**config.mk**
```make
export PLATFORM = sky130hd
export DESIGN_NAME = servo_angle_slew_limiter
export DESIGN_NICKNAME = d
export VERILOG_FILES = /design/src/design/sasl_pkg.sv /design/src/design/sasl_cfg.sv /design/src/design/sasl_core.sv /design/src/design/servo_angle_slew_limiter.sv
export SDC_FILE = /design/constraint.sdc
export NUM_CORES = 1
export LEC_CHECK = 0
export ABC_CLOCK_PERIOD_IN_PS = 12250
export BUFFER_PORTS_ARGS = -buffer_cell sky130_fd_sc_hd__buf_4
export CORE_MARGIN = 10
export CORE_UTILIZATION = 55
export DETAILED_ROUTE_END_ITERATION = 8
export HOLD_SLACK_MARGIN = 0.06
export PLACE_DENSITY = 0.82
export SKIP_CTS_REPAIR_TIMING = 1
export SLEW_MARGIN = 20
export SYNTH_ARGS = -nofsm -noshare
export SYNTH_HDL_FRONTEND = slang
export SYNTH_HIERARCHICAL = 1
export SYNTH_SLANG_ARGS = --single-unit
```
**constraint.sdc**
```tcl
create_clock -name i_clk -period 12.25 [get_ports i_clk]
set_clock_uncertainty 0.1 [all_clocks]
set_input_delay 3.675 -clock i_clk [delete_from_list [all_inputs] [get_ports i_clk]]
set_output_delay 3.675 -clock i_clk [all_outputs]
set_load 0.01 [all_outputs]
```
**src/design/sasl_pkg.sv**
```systemverilog
// Package for the servo angle slew limiter.
// Holds register codes, shared types and the degree-to-offset mapping.
// No dependencies.
package sasl_pkg;

    localparam int ADDR_W = 4;
    localparam int DATA_W = 32;

    localparam logic [1:0] REG_TRIM     = 2'd0;
    localparam logic [1:0] REG_STEP     = 2'd1;
    localparam logic [1:0] REG_INTERVAL = 2'd2;

    localparam logic [8:0]  STEP_RESET     = 9'd10;
    localparam logic [9:0]  INTERVAL_RESET = 10'd10;
    localparam logic [9:0]  CNT_MAX        = 10'd1023;

    localparam logic signed [12:0] PULSE_CENTER = 13'sd1500;
    localparam logic signed [12:0] PULSE_MIN    = 13'sd500;
    localparam logic signed [12:0] PULSE_MAX    = 13'sd2500;

    typedef struct packed {
        logic [8:0]        step_size;
        logic [9:0]        interval;
        logic signed [9:0] trim_off;
    } t_cfg;

    typedef struct packed {
        logic              mode;
        logic signed [9:0] angle_off;
    } t_item;

    // (x+90)*1000/180-500 with x in -90..90; /9 done by reciprocal 7282/2^16
    function automatic logic signed [9:0] deg_to_off(input logic signed [7:0] x);
        logic signed [8:0]  s;
        logic [7:0]         u;
        logic [13:0]        v;
        logic [26:0]        p;
        logic signed [11:0] q;
        s = 9'(x) + 9'sd90;
        u = s[7:0];
        v = 14'(u) * 14'd50;
        p = 27'(v) * 27'd7282;
        q = $signed({1'b0, p[26:16]}) - 12'sd500;
        return q[9:0];
    endfunction

endpackage

```
**src/design/sasl_cfg.sv**
```systemverilog
// Configuration registers of the servo angle slew limiter, APB-style port.
// Keeps trim in pulse-offset form for the datapath. Depends on sasl_pkg.
module sasl_cfg
    import sasl_pkg::*;
(
    input  logic              i_clk,
    input  logic              i_rst_n,
    input  logic              psel,
    input  logic              penable,
    input  logic              pwrite,
    input  logic [ADDR_W-1:0] paddr,
    input  logic [DATA_W-1:0] pwdata,
    output logic [DATA_W-1:0] prdata,
    output logic              pready,
    output t_cfg              o_cfg
);

    logic signed [7:0] r_trim;
    logic [8:0]        r_step;
    logic [9:0]        r_interval;
    logic signed [9:0] r_trim_off;
    logic signed [7:0] n_trim_clamped;
    logic              wr;

    assign pready = 1'b1;
    assign wr     = psel && penable && pwrite;

    always_comb begin
        n_trim_clamped = $signed(pwdata[7:0]);
        if (n_trim_clamped < -8'sd90) begin
            n_trim_clamped = -8'sd90;
        end else if (n_trim_clamped > 8'sd90) begin
            n_trim_clamped = 8'sd90;
        end
    end

    always_ff @(posedge i_clk) begin
        if (!i_rst_n) begin
            r_trim     <= '0;
            r_trim_off <= '0;
            r_step     <= STEP_RESET;
            r_interval <= INTERVAL_RESET;
        end else if (wr) begin
            unique case (paddr[3:2])
                REG_TRIM: begin
                    r_trim     <= $signed(pwdata[7:0]);
                    r_trim_off <= deg_to_off(n_trim_clamped);
                end
                REG_STEP:     r_step     <= pwdata[8:0];
                REG_INTERVAL: r_interval <= pwdata[9:0];
                default: ;
            endcase
        end
    end

    always_comb begin
        unique case (paddr[3:2])
            REG_TRIM:     prdata = DATA_W'(r_trim);
            REG_STEP:     prdata = DATA_W'(r_step);
            REG_INTERVAL: prdata = DATA_W'(r_interval);
            default:      prdata = '0;
        endcase
    end

    assign o_cfg.step_size = r_step;
    assign o_cfg.interval  = r_interval;
    assign o_cfg.trim_off  = r_trim_off;

endmodule

```
**src/design/sasl_core.sv**
```systemverilog
// Pulse state, slew step and result register of the servo angle slew limiter.
// Takes one registered word per cycle unless a result waits under output stall. Depends on sasl_pkg.
module sasl_core
    import sasl_pkg::*;
(
    input  logic        i_clk,
    input  logic        i_rst_n,
    input  t_cfg        i_cfg,
    input  logic        i_valid,
    input  t_item       i_item,
    output logic        o_take,
    output logic        o_out_valid,
    input  logic        i_out_stall,
    output logic [11:0] o_pulse_us,
    output logic        o_pulse_valid,
    output logic        o_pulse_written
);

    logic [11:0] r_cur;
    logic [11:0] r_tgt;
    logic        r_init;
    logic [9:0]  r_cnt;
    logic        r_out_valid;
    logic [11:0] r_out_pulse;
    logic        r_out_pvalid;
    logic        r_out_written;

    logic [11:0] n_cur;
    logic [11:0] n_tgt;
    logic        n_init;
    logic [9:0]  n_cnt;
    logic        n_written;

    logic              fire;
    logic signed [12:0] sum;
    logic [11:0]       tgt_cmd;
    logic [9:0]        cnt_inc;
    logic signed [12:0] d;
    logic signed [12:0] ad;
    logic signed [12:0] s;
    logic signed [12:0] st;

    assign o_take = !r_out_valid || !i_out_stall;
    assign fire   = i_valid && o_take;

    always_comb begin
        sum = PULSE_CENTER + 13'(i_item.angle_off) + 13'(i_cfg.trim_off);
        if (sum < PULSE_MIN) begin
            sum = PULSE_MIN;
        end else if (sum > PULSE_MAX) begin
            sum = PULSE_MAX;
        end
        tgt_cmd = sum[11:0];
    end

    always_comb begin
        cnt_inc = (r_cnt < CNT_MAX) ? r_cnt + 10'd1 : r_cnt;
        d  = $signed({1'b0, r_tgt}) - $signed({1'b0, r_cur});
        ad = (d < 0) ? -d : d;
        s  = $signed({4'b0, i_cfg.step_size});
        st = (ad < s) ? d : ((d > 0) ? s : -s);
    end

    always_comb begin
        n_cur     = r_cur;
        n_tgt     = r_tgt;
        n_init    = r_init;
        n_cnt     = r_cnt;
        n_written = 1'b0;
        if (i_item.mode) begin
            n_tgt = tgt_cmd;
            if (!r_init) begin
                n_cur     = tgt_cmd;
                n_init    = 1'b1;
                n_written = 1'b1;
            end
        end else if (r_init) begin
            n_cnt = cnt_inc;
            if (cnt_inc >= i_cfg.interval) begin
                n_cnt = '0;
                if (r_cur != r_tgt) begin
                    n_cur     = 12'($signed({1'b0, r_cur}) + st);
                    n_written = 1'b1;
                end
            end
        end
    end

    always_ff @(posedge i_clk) begin
        if (!i_rst_n) begin
            r_cur       <= '0;
            r_tgt       <= '0;
            r_init      <= 1'b0;
            r_cnt       <= CNT_MAX;
            r_out_valid <= 1'b0;
        end else begin
            if (fire) begin
                r_cur  <= n_cur;
                r_tgt  <= n_tgt;
                r_init <= n_init;
                r_cnt  <= n_cnt;
                r_out_valid <= 1'b1;
            end else if (!i_out_stall) begin
                r_out_valid <= 1'b0;
            end
        end
    end

    always_ff @(posedge i_clk) begin
        if (fire) begin
            r_out_pulse   <= n_cur;
            r_out_pvalid  <= n_init;
            r_out_written <= n_written;
        end
    end

    assign o_out_valid     = r_out_valid;
    assign o_pulse_us      = r_out_pulse;
    assign o_pulse_valid   = r_out_pvalid;
    assign o_pulse_written = r_out_written;

    a_written_valid: assert property (@(posedge i_clk) disable iff (!i_rst_n)
        r_out_valid && r_out_written |-> r_out_pvalid)
        else $error("pulse write without valid pulse");

    a_init_sticky: assert property (@(posedge i_clk) disable iff (!i_rst_n)
        r_init |=> r_init)
        else $error("initialized flag dropped");

    a_cur_range: assert property (@(posedge i_clk) disable iff (!i_rst_n)
        r_init |-> (r_cur >= 12'd500 && r_cur <= 12'd2500))
        else $error("current pulse out of range");

    a_cur_zero: assert property (@(posedge i_clk) disable iff (!i_rst_n)
        !r_init |-> (r_cur == 12'd0 && r_cnt == CNT_MAX))
        else $error("state moved before first command");

endmodule

```
**src/design/servo_angle_slew_limiter.sv**
```systemverilog
// Top level of the servo angle slew limiter: input register, angle mapping,
// configuration port and pulse core. Depends on sasl_pkg, sasl_cfg, sasl_core.
//
//  channel  direction  handshake                  payload
//  in       input      i_in_valid / o_in_stall    i_mode, i_angle_deg
//  out      output     o_out_valid / i_out_stall  o_pulse_us, o_pulse_valid, o_pulse_written
//  cfg      input      psel/penable/pwrite/pready paddr, pwdata, prdata
//
// One word per cycle unless the output stalls; path: input register, result register.
// The pulse state loop closes inside sasl_core.
// Synchronous active-low reset clears state; the interval counter starts saturated.
// While a result waits under output stall, take one more word, then stall the input.
module servo_angle_slew_limiter
    import sasl_pkg::*;
(
    input  logic              i_clk,
    input  logic              i_rst_n,
    input  logic              i_in_valid,
    output logic              o_in_stall,
    input  logic              i_mode,
    input  logic signed [8:0] i_angle_deg,
    output logic              o_out_valid,
    input  logic              i_out_stall,
    output logic [11:0]       o_pulse_us,
    output logic              o_pulse_valid,
    output logic              o_pulse_written,
    input  logic              psel,
    input  logic              penable,
    input  logic              pwrite,
    input  logic [ADDR_W-1:0] paddr,
    input  logic [DATA_W-1:0] pwdata,
    output logic [DATA_W-1:0] prdata,
    output logic              pready
);

    t_cfg  cfg;
    t_item r_item;
    t_item n_item;
    logic  r_in_valid;
    logic  take;
    logic  accept;

    logic signed [9:0] neg_angle;
    logic signed [7:0] angle_clamped;

    sasl_cfg u_cfg (
        .i_clk   (i_clk),
        .i_rst_n (i_rst_n),
        .psel    (psel),
        .penable (penable),
        .pwrite  (pwrite),
        .paddr   (paddr),
        .pwdata  (pwdata),
        .prdata  (prdata),
        .pready  (pready),
        .o_cfg   (cfg)
    );

    always_comb begin
        neg_angle     = -10'(i_angle_deg);
        angle_clamped = neg_angle[7:0];
        if (neg_angle < -10'sd60) begin
            angle_clamped = -8'sd60;
        end else if (neg_angle > 10'sd60) begin
            angle_clamped = 8'sd60;
        end
        n_item.mode      = i_mode;
        n_item.angle_off = deg_to_off(angle_clamped);
    end

    assign o_in_stall = r_in_valid && !take;
    assign accept     = i_in_valid && !o_in_stall;

    always_ff @(posedge i_clk) begin
        if (!i_rst_n) begin
            r_in_valid <= 1'b0;
        end else if (accept) begin
            r_in_valid <= 1'b1;
        end else if (take) begin
            r_in_valid <= 1'b0;
        end
    end

    always_ff @(posedge i_clk) begin
        if (accept) begin
            r_item <= n_item;
        end
    end

    sasl_core u_core (
        .i_clk           (i_clk),
        .i_rst_n         (i_rst_n),
        .i_cfg           (cfg),
        .i_valid         (r_in_valid),
        .i_item          (r_item),
        .o_take          (take),
        .o_out_valid     (o_out_valid),
        .i_out_stall     (i_out_stall),
        .o_pulse_us      (o_pulse_us),
        .o_pulse_valid   (o_pulse_valid),
        .o_pulse_written (o_pulse_written)
    );

endmodule

```
# ---- Word-level counts from Yosys, hierarchy flattened
# Index checks and enable logic that the tools add are counted.
# W data, S select, Z words.
dict set report classes {
  addsub 12
  mul 4
  n_lt_le_gt_ge 11
  n_eq_ne 4
  muxes 27
  bitwise_logic 1
  n_reduce_logical 17
}
# op n
set op_table {}
lappend op_table {{$mux W12} 9}
lappend op_table {{$pmux W32 S3} 1}
lappend op_table {{$mul A13 B12 Y24 const B} 2}
lappend op_table {{$mux W8} 4}
lappend op_table {{$mul A8 B5 Y13 const B} 2}
lappend op_table {{$mux W10} 2}
lappend op_table {{$sub A10 B9 Y10 const B} 2}
lappend op_table {{$add A8 B8 Y8 const B} 2}
lappend op_table {{$add A12 B10 Y13 const A} 1}
lappend op_table {{$add A13 B10 Y13} 1}
lappend op_table {{$gt A13 B1 Y1 const B} 1}
lappend op_table {{$gt A13 B13 Y1 const B} 1}
lappend op_table {{$lt A13 B1 Y1 const B} 1}
lappend op_table {{$lt A13 B10 Y1} 1}
lappend op_table {{$lt A13 B10 Y1 const B} 1}
lappend op_table {{$mux W13} 1}
lappend op_table {{$neg A13 Y13} 1}
lappend op_table {{$sub A12 B12 Y13} 1}
lappend op_table {{$add A12 B12 Y12} 1}
lappend op_table {{$ne A12 B12 Y1} 1}
lappend op_table {{$neg A9 Y12} 1}
lappend op_table {{$add A10 B1 Y10 const B} 1}
lappend op_table {{$ge A10 B10 Y1} 1}
lappend op_table {{$gt A10 B7 Y1 const B} 1}
lappend op_table {{17 further kinds} 36}
dict set report totals {
  regBits 99
  input_bits 53
  output_inout_bits 49
  word_cells 91
}

# ---- Longest topological paths before layout
# Gate-level depths: netlist (run 1).
dict set report logic_depth {
  word_depth 10
  mapped_depth 44
  depth_no_buf 43
}

# ---- Modules after synthesis
# Netlist (run 1), hierarchy kept.
# mod n_inst cells_per_inst area_per_inst_um2 seq_area_each_um2
set by_module_without_submodules {}
lappend by_module_without_submodules {sasl_core 1 653 5198.7 1141.1}
lappend by_module_without_submodules {sasl_cfg 1 620 5038.6 740.7}
lappend by_module_without_submodules {servo_angle_slew_limiter 1 450 4091.4 350.3}

# ---- Worst setup path after synthesis (run 1)
# OpenSTA, ideal clock, no wires.
dict set report synth_path {
  path_kind {input to register}
  startpoint {input port i_angle_deg[2]}
  endpoint {register r_item[9] (netlist bit) (data pin)}
  setup_time_ns 0.268
  arrival_time_ns 12.708
  required_ns 11.882
  path_slack_ns -0.826
  path_stages 39
  path_cell_list {buf_2 or4_1 nor2_1 a21boi_0 o31ai_1 o21a_2 nand2_1 inv_1 ha_1 nor2_1 mux2_2 a22o_1 ha_1 ha_1 ha_1 ha_1 nand3_1 o211ai_1 (+3 left out) fa_1 inv_1 ha_1 inv_1 fa_1 inv_1 fa_1 inv_1 fa_1 inv_1 ha_1 nand4_1 o21ba_1 a21boi_2 o41ai_4 a21boi_2 nor4b_4 xnor3_1}
}
# element line_no
set synth_rtl {}
lappend synth_rtl {{start, declared} servo_angle_slew_limiter.sv:21} ;# input logic signed [8:0] i_angle_deg,
lappend synth_rtl {{end signal, assigned} servo_angle_slew_limiter.sv:86} ;# r_item <= n_item;
lappend synth_rtl {{end, declared} servo_angle_slew_limiter.sv:37} ;# t_item r_item;

==> flow_summary.json, run 1 <==
{
  "status": "finished, final reports clean",
  "routabilityCongestion": 0.949,
  "wl_per_cell_um": 16.1,
  "max_cap_viol_count": 0,
  "grt_usage_pct": 20.6,
  "drive_above_1_share_pct": 19.9,
  "worst_pin_slew_ns": 1.06,
  "synth-edff-count": 25,
  "setup.worst_path.class": "in2reg",
  "grt_max_degree": 53,
  "max_stage_delay_ns": 0.55,
  "fmax_ghz": 0.0828,
  "firstDrtPassIters": 6,
  "grt_pass1_vias": 13000,
  "clock_path_buffers": 2,
  "num_vias": 13000,
  "rsz0062_at_grt": "true",
  "syn2layout_area_growth_pct": 18.4,
  "synth_flop_cell": "dfxtp_1",
  "io_buffers": 76,
  "cts_max_level": 3,
  "setup_viol": 0,
  "yosysSeqAreaShare_pct": 15.6,
  "placed_cells": 2203,
  "clock-sinks": 99,
  "maxSlewHeadroom_pct": 29.1,
  "finalHoldViolCount": 0,
  "avgSynthCellArea_sq_um": 8.32,
  "hold_path_class": "reg2reg",
  "drt-total-wl_um": 35900,
  "final.min_clock_period_ns": 12.07,
  "placed_cell_area_sq_um": 16200,
  "synth_top_area_share_pct": 23.3,
  "drtIter0Drc": 966,
  "final_cell_area_sq_um": 17000,
  "drtAntennaViolNets": 0,
  "clkTransAtPathRegs_ns": 0.07,
  "drv_slew": 0,
  "synthArstFlopShare_pct": 0,
  "dieHeight_um": 181,
  "drc": 0,
  "worst-path-buf-inv": 8,
  "cts_buffers": 9,
  "die_w_um": 181,
  "yosysWarnings": 6,
  "layout_common_cells": "245 x ha_1, 231 x inv_1, 222 x buf_4, 159 x nand2_1, 97 x a21oi_1",
  "cts_tree": "built",
  "io_pins": 102,
  "nets": 2266,
  "cpMaxStageDelayCell": "or4_4",
  "diodes": 0,
  "crit_fanout": 4,
  "synth_nets": 2102,
  "fin_crit_sh_pct": 98.6,
  "ys_types": 114,
  "syn-instance-count": 1723,
  "die_area_sq_um": 32900,
  "grt.overflow.total": 0,
  "clkLatencyLatePin_ns": 0.35,
  "cpLargestDelayFamily": "adder cells",
  "core_area_sq_um": 25800,
  "hpwl_um": 29000,
  "antenna_found_initial": 0,
  "crit_required_ns": 12.24,
  "layout_commonest_cell": "ha_1",
  "critical-path-top-cell-by-count": "ha_4",
  "end_kind": "flip-flop",
  "synth.area.top_cells": "ha_1 23%, dfxtp_1 10%, fa_1 8.2%, inv_1 6.3%, edfxtp_1 5.2%",
  "avgViaCountPerCell": 5.82,
  "synth_top_area_cell": "ha_1",
  "worstPathArrival_ns": 12.07,
  "start_util_pct": 55.5,
  "syn_area_sq_um": 14300,
  "holdWs_ns": 0.362,
  "grt_pass1_wl_um": 59000,
  "fp-row-count": 59,
  "ys_ff_latch": 99,
  "startpoint_type": "primary input",
  "stdcell_count": 2227,
  "cts-root-buf": "clkbuf_16"
}
-- state kept, by name, summed over array words and instances (netlist names), 8 cells and up --
signal / cells
r_item: 11
u_cfg/r_interval: 10
u_cfg/r_step: 9
u_cfg/r_trim: 8
u_cfg/r_trim_off: 10
u_core/o_pulse_us: 12
u_core/r_cnt: 10
u_core/r_cur: 12
u_core/r_tgt: 12
-- final cells by class --
cell class / instances / area [sq um]
Tap cell: 335 / 419
Clock inverter: 3 / 26.3
Inverter: 240 / 901
Sequential cell: 99 / 2230
Timing Repair Buffer: 224 / 1690
Multi-Input combinational cell: 1313 / 11400
Clock buffer: 13 / 282
Fill cell: 2030 / 8870
-- worst min-delay path: cells and delay by family, from the launching register on --
family	cells	cell delay (ns)
AND/OR/NAND/NOR	1	0.05
flip-flops	1	0.31
AO/OA/AOI/OAI	1	0.05
-- kinds of logic after synthesis --
family          count (synthesis)  share of synthesized area [%]
simple gates                  453                           16.0
buf+inv                       311                           8.93
compound gates                399                           19.2
xor+xnor                      119                           7.58
fa+ha+maj                     326                           31.6
other cells                     1                         0.0262
mux                            15                           1.10
flops                          99                           15.6
-- synthesized netlist by cell type (all sizes together), types with 6 or more instances --
master,number
ha,267
inv,240
nand2,161
a21oi,106
o21ai,83
nor2,80
dfxtp,74
xnor2,73
fa,59
nand3,50
xor2,45
clkbuf,38
buf,33
a21o,29
edfxtp,25
nor3,24
a31oi,20
o21a,20
nor2b,19
and2,18
a21boi,17
o211ai,17
a211oi,16
nand4,16
and3,13
mux2i,12
or3,11
nand2b,10
nor3b,10
a22oi,9
o31ai,8
or2,8
or4,7
o311ai,6
-- per-stage QoR --
| step | setup TNS [ns] | setup WS (ns) | utilization (%) |
|---|---|---|---|
| after floorplan | -0.224 | -0.124 | - |
| after global placement | -0.444 | -0.163 | 62.8 |
| after detailed placement | -1.89 | -0.347 | 62.8 |
| after CTS | 0 | 0.0205 | 64.0 |
| after global routing | -0.383 | -0.179 | 65.7 |
| final | 0 | 0.175 | 65.7 |
-- path summary, 6_finish.rpt --
path / from / cells past startpoint / slack, ns / endpoint
max reg2reg: u_core/r_tgt[0]$_SDFFE_PN0P_ / 29 / 4.90 / u_core/o_pulse_us[11]$_DFFE_PP_
max: i_angle_deg[5] / 42 / 0.18 / r_item[8]$_DFFE_PP_
min: u_cfg/r_trim[4]$_SDFFE_PN0P_ / 2 / 0.36 / u_cfg/r_trim[4]$_SDFFE_PN0P_
min reg2reg: u_cfg/r_trim[4]$_SDFFE_PN0P_ / 2 / 0.36 / u_cfg/r_trim[4]$_SDFFE_PN0P_
-- per-layer routing --
| metal | track usage, % | vias up | wire length [um] |
|---|---|---|---|
| li1 | - | 6324 | - |
| met1 | 24.7 | 6201 | 15100 |
| met2 | 38.1 | 347 | 18600 |
| met3 | 1.67 | 79 | 1310 |
| met4 | 6.15 | 0 | 926 |
| met5 | 0 | - | 0 |
Power of run 1 is not shown: default switching activity piles up to over one toggle a cycle in this logic, so the estimate is an artifact.
==> inputs of run 2 (changes only) <==
- ABC_CLOCK_PERIOD_IN_PS: 12250 -> 12400
- PLACE_DENSITY: 0.82 -> 0.79
- clock period: 12.25 -> 12.4 ns (I/O delays scaled with it)
==> run 2 against run 1 <==
Non-clock buffer count down 28. Sequential share of layout area up 0.16 points. Count of clock-buffer cells in the layout down 4. Via count down 2.2%. Sequential cell count unchanged. Core utilization down 0.77 points. Critical path type unchanged. Largest cell class unchanged.
==> flow_summary.json, run 2 (synthesis results as in run 1) <==
{
  "status": "finished, final reports clean",
  "max_stage_delay_ns": 0.56,
  "clkLatencyLatePin_ns": 0.36,
  "cts_max_level": 3,
  "start_util_pct": 55.5,
  "clkTransAtPathRegs_ns": 0.07,
  "firstDrtPassIters": 6,
  "io_buffers": 76,
  "setup_viol": 0,
  "critical-path-top-cell-by-count": "ha_1",
  "fin_crit_sh_pct": 99.0,
  "drt-total-wl_um": 34400,
  "final_cell_area_sq_um": 16800,
  "crit_required_ns": 12.40,
  "num_vias": 12700,
  "dieHeight_um": 181,
  "clock-sinks": 99,
  "io_pins": 102,
  "crit_fanout": 5,
  "end_kind": "flip-flop",
  "cts_buffers": 9,
  "grt_pass1_vias": 12500,
  "worst_pin_slew_ns": 1.09,
  "drive_above_1_share_pct": 18.7,
  "hpwl_um": 27700,
  "drc": 0,
  "die_area_sq_um": 32900,
  "setup.worst_path.class": "in2reg",
  "die_w_um": 181,
  "cts-root-buf": "clkbuf_16",
  "rsz0062_at_grt": "true",
  "drv_slew": 0,
  "grt.overflow.total": 0,
  "antenna_found_initial": 0,
  "wl_per_cell_um": 15.6,
  "avgViaCountPerCell": 5.76,
  "routabilityCongestion": 0.926,
  "fmax_ghz": 0.0815,
  "maxSlewHeadroom_pct": 27.2,
  "grt_usage_pct": 19.8,
  "grt_max_degree": 53,
  "nets": 2238,
  "startpoint_type": "primary input",
  "cts_tree": "built",
  "layout_commonest_cell": "ha_1",
  "hold_path_class": "reg2reg",
  "cpMaxStageDelayCell": "or4_4",
  "stdcell_count": 2199,
  "syn2layout_area_growth_pct": 17.0,
  "worstPathArrival_ns": 12.27,
  "max_cap_viol_count": 0,
  "final.min_clock_period_ns": 12.27,
  "layout_common_cells": "243 x ha_1, 231 x inv_1, 193 x buf_4, 159 x nand2_1, 97 x a21oi_1",
  "placed_cells": 2174,
  "core_area_sq_um": 25800,
  "clock_path_buffers": 2,
  "holdWs_ns": 0.358,
  "drtIter0Drc": 868,
  "placed_cell_area_sq_um": 16000,
  "drtAntennaViolNets": 0,
  "finalHoldViolCount": 0,
  "grt_pass1_wl_um": 56600,
  "fp-row-count": 59,
  "diodes": 0
}
-- run 2: cell count changes in the layout (fill, tap and decap cells not counted), moves of 2 or more --
cell	change
a21boi_0	-2
nor2_1	+2
ha_4	+2
ha_1	-2
o21ai_4	-2
buf_4	-29
clkbuf_8	-2
xnor2_1	+2
nor2b_1	-2
a21boi_1	+2
xnor2_2	-2
-- run 2: path summary, 6_finish.rpt --
kind,cells past startpoint,slack [ns],from,to
worst min-delay path,2,0.36,u_cfg/r_trim[4]$_SDFFE_PN0P_,u_cfg/r_trim[4]$_SDFFE_PN0P_
worst max register to register,29,5.02,u_core/r_tgt[0]$_SDFFE_PN0P_,u_core/o_pulse_us[11]$_DFFE_PP_
worst min register to register,2,0.36,u_cfg/r_trim[4]$_SDFFE_PN0P_,u_cfg/r_trim[4]$_SDFFE_PN0P_
worst max-delay path,36,0.13,i_angle_deg[4],r_item[9]$_DFFE_PP_
-- run 2: critical path: cells and delay by family --
family                     cells  cell delay, ns
xor gates and xnor gates       3            0.86
and+or+nand+nor               10            2.03
AOI/OAI and AO/OA              6            1.38
adders and majority gates     10            3.23
muxes                          2            0.46
buffers and inverters          5            0.60
-- run 2: area by class of cell --
cell class	instances	area (sq um)
clock buffers	9	225
clock inverters	7	83.8
fillers	2095	9070
inverters	240	901
multi-input cells	1313	11400
flip-flops and latches	99	2230
well taps	335	419
repair buffers	196	1490
-- run 2: per-stage QoR --
step	util [%]	setup TNS [ns]	setup slack, ns
after global routing	64.9	-0.337	-0.230
after global placement	61.9	-0.156	-0.0856
final	64.9	0	0.129
after floorplan	-	-0.0191	-0.0191
after CTS	63.1	0	0.00552
after detailed placement	61.9	-1.54	-0.299
-- run 2: routing by layer --
layer	track usage [%]	vias up	routed length, um
li1	-	6270	-
met1	24.2	6037	15000
met2	36.1	310	17600
met3	1.85	44	1310
met4	5.40	0	533
met5	0	-	0
Power of run 2 is left out for the same reason.
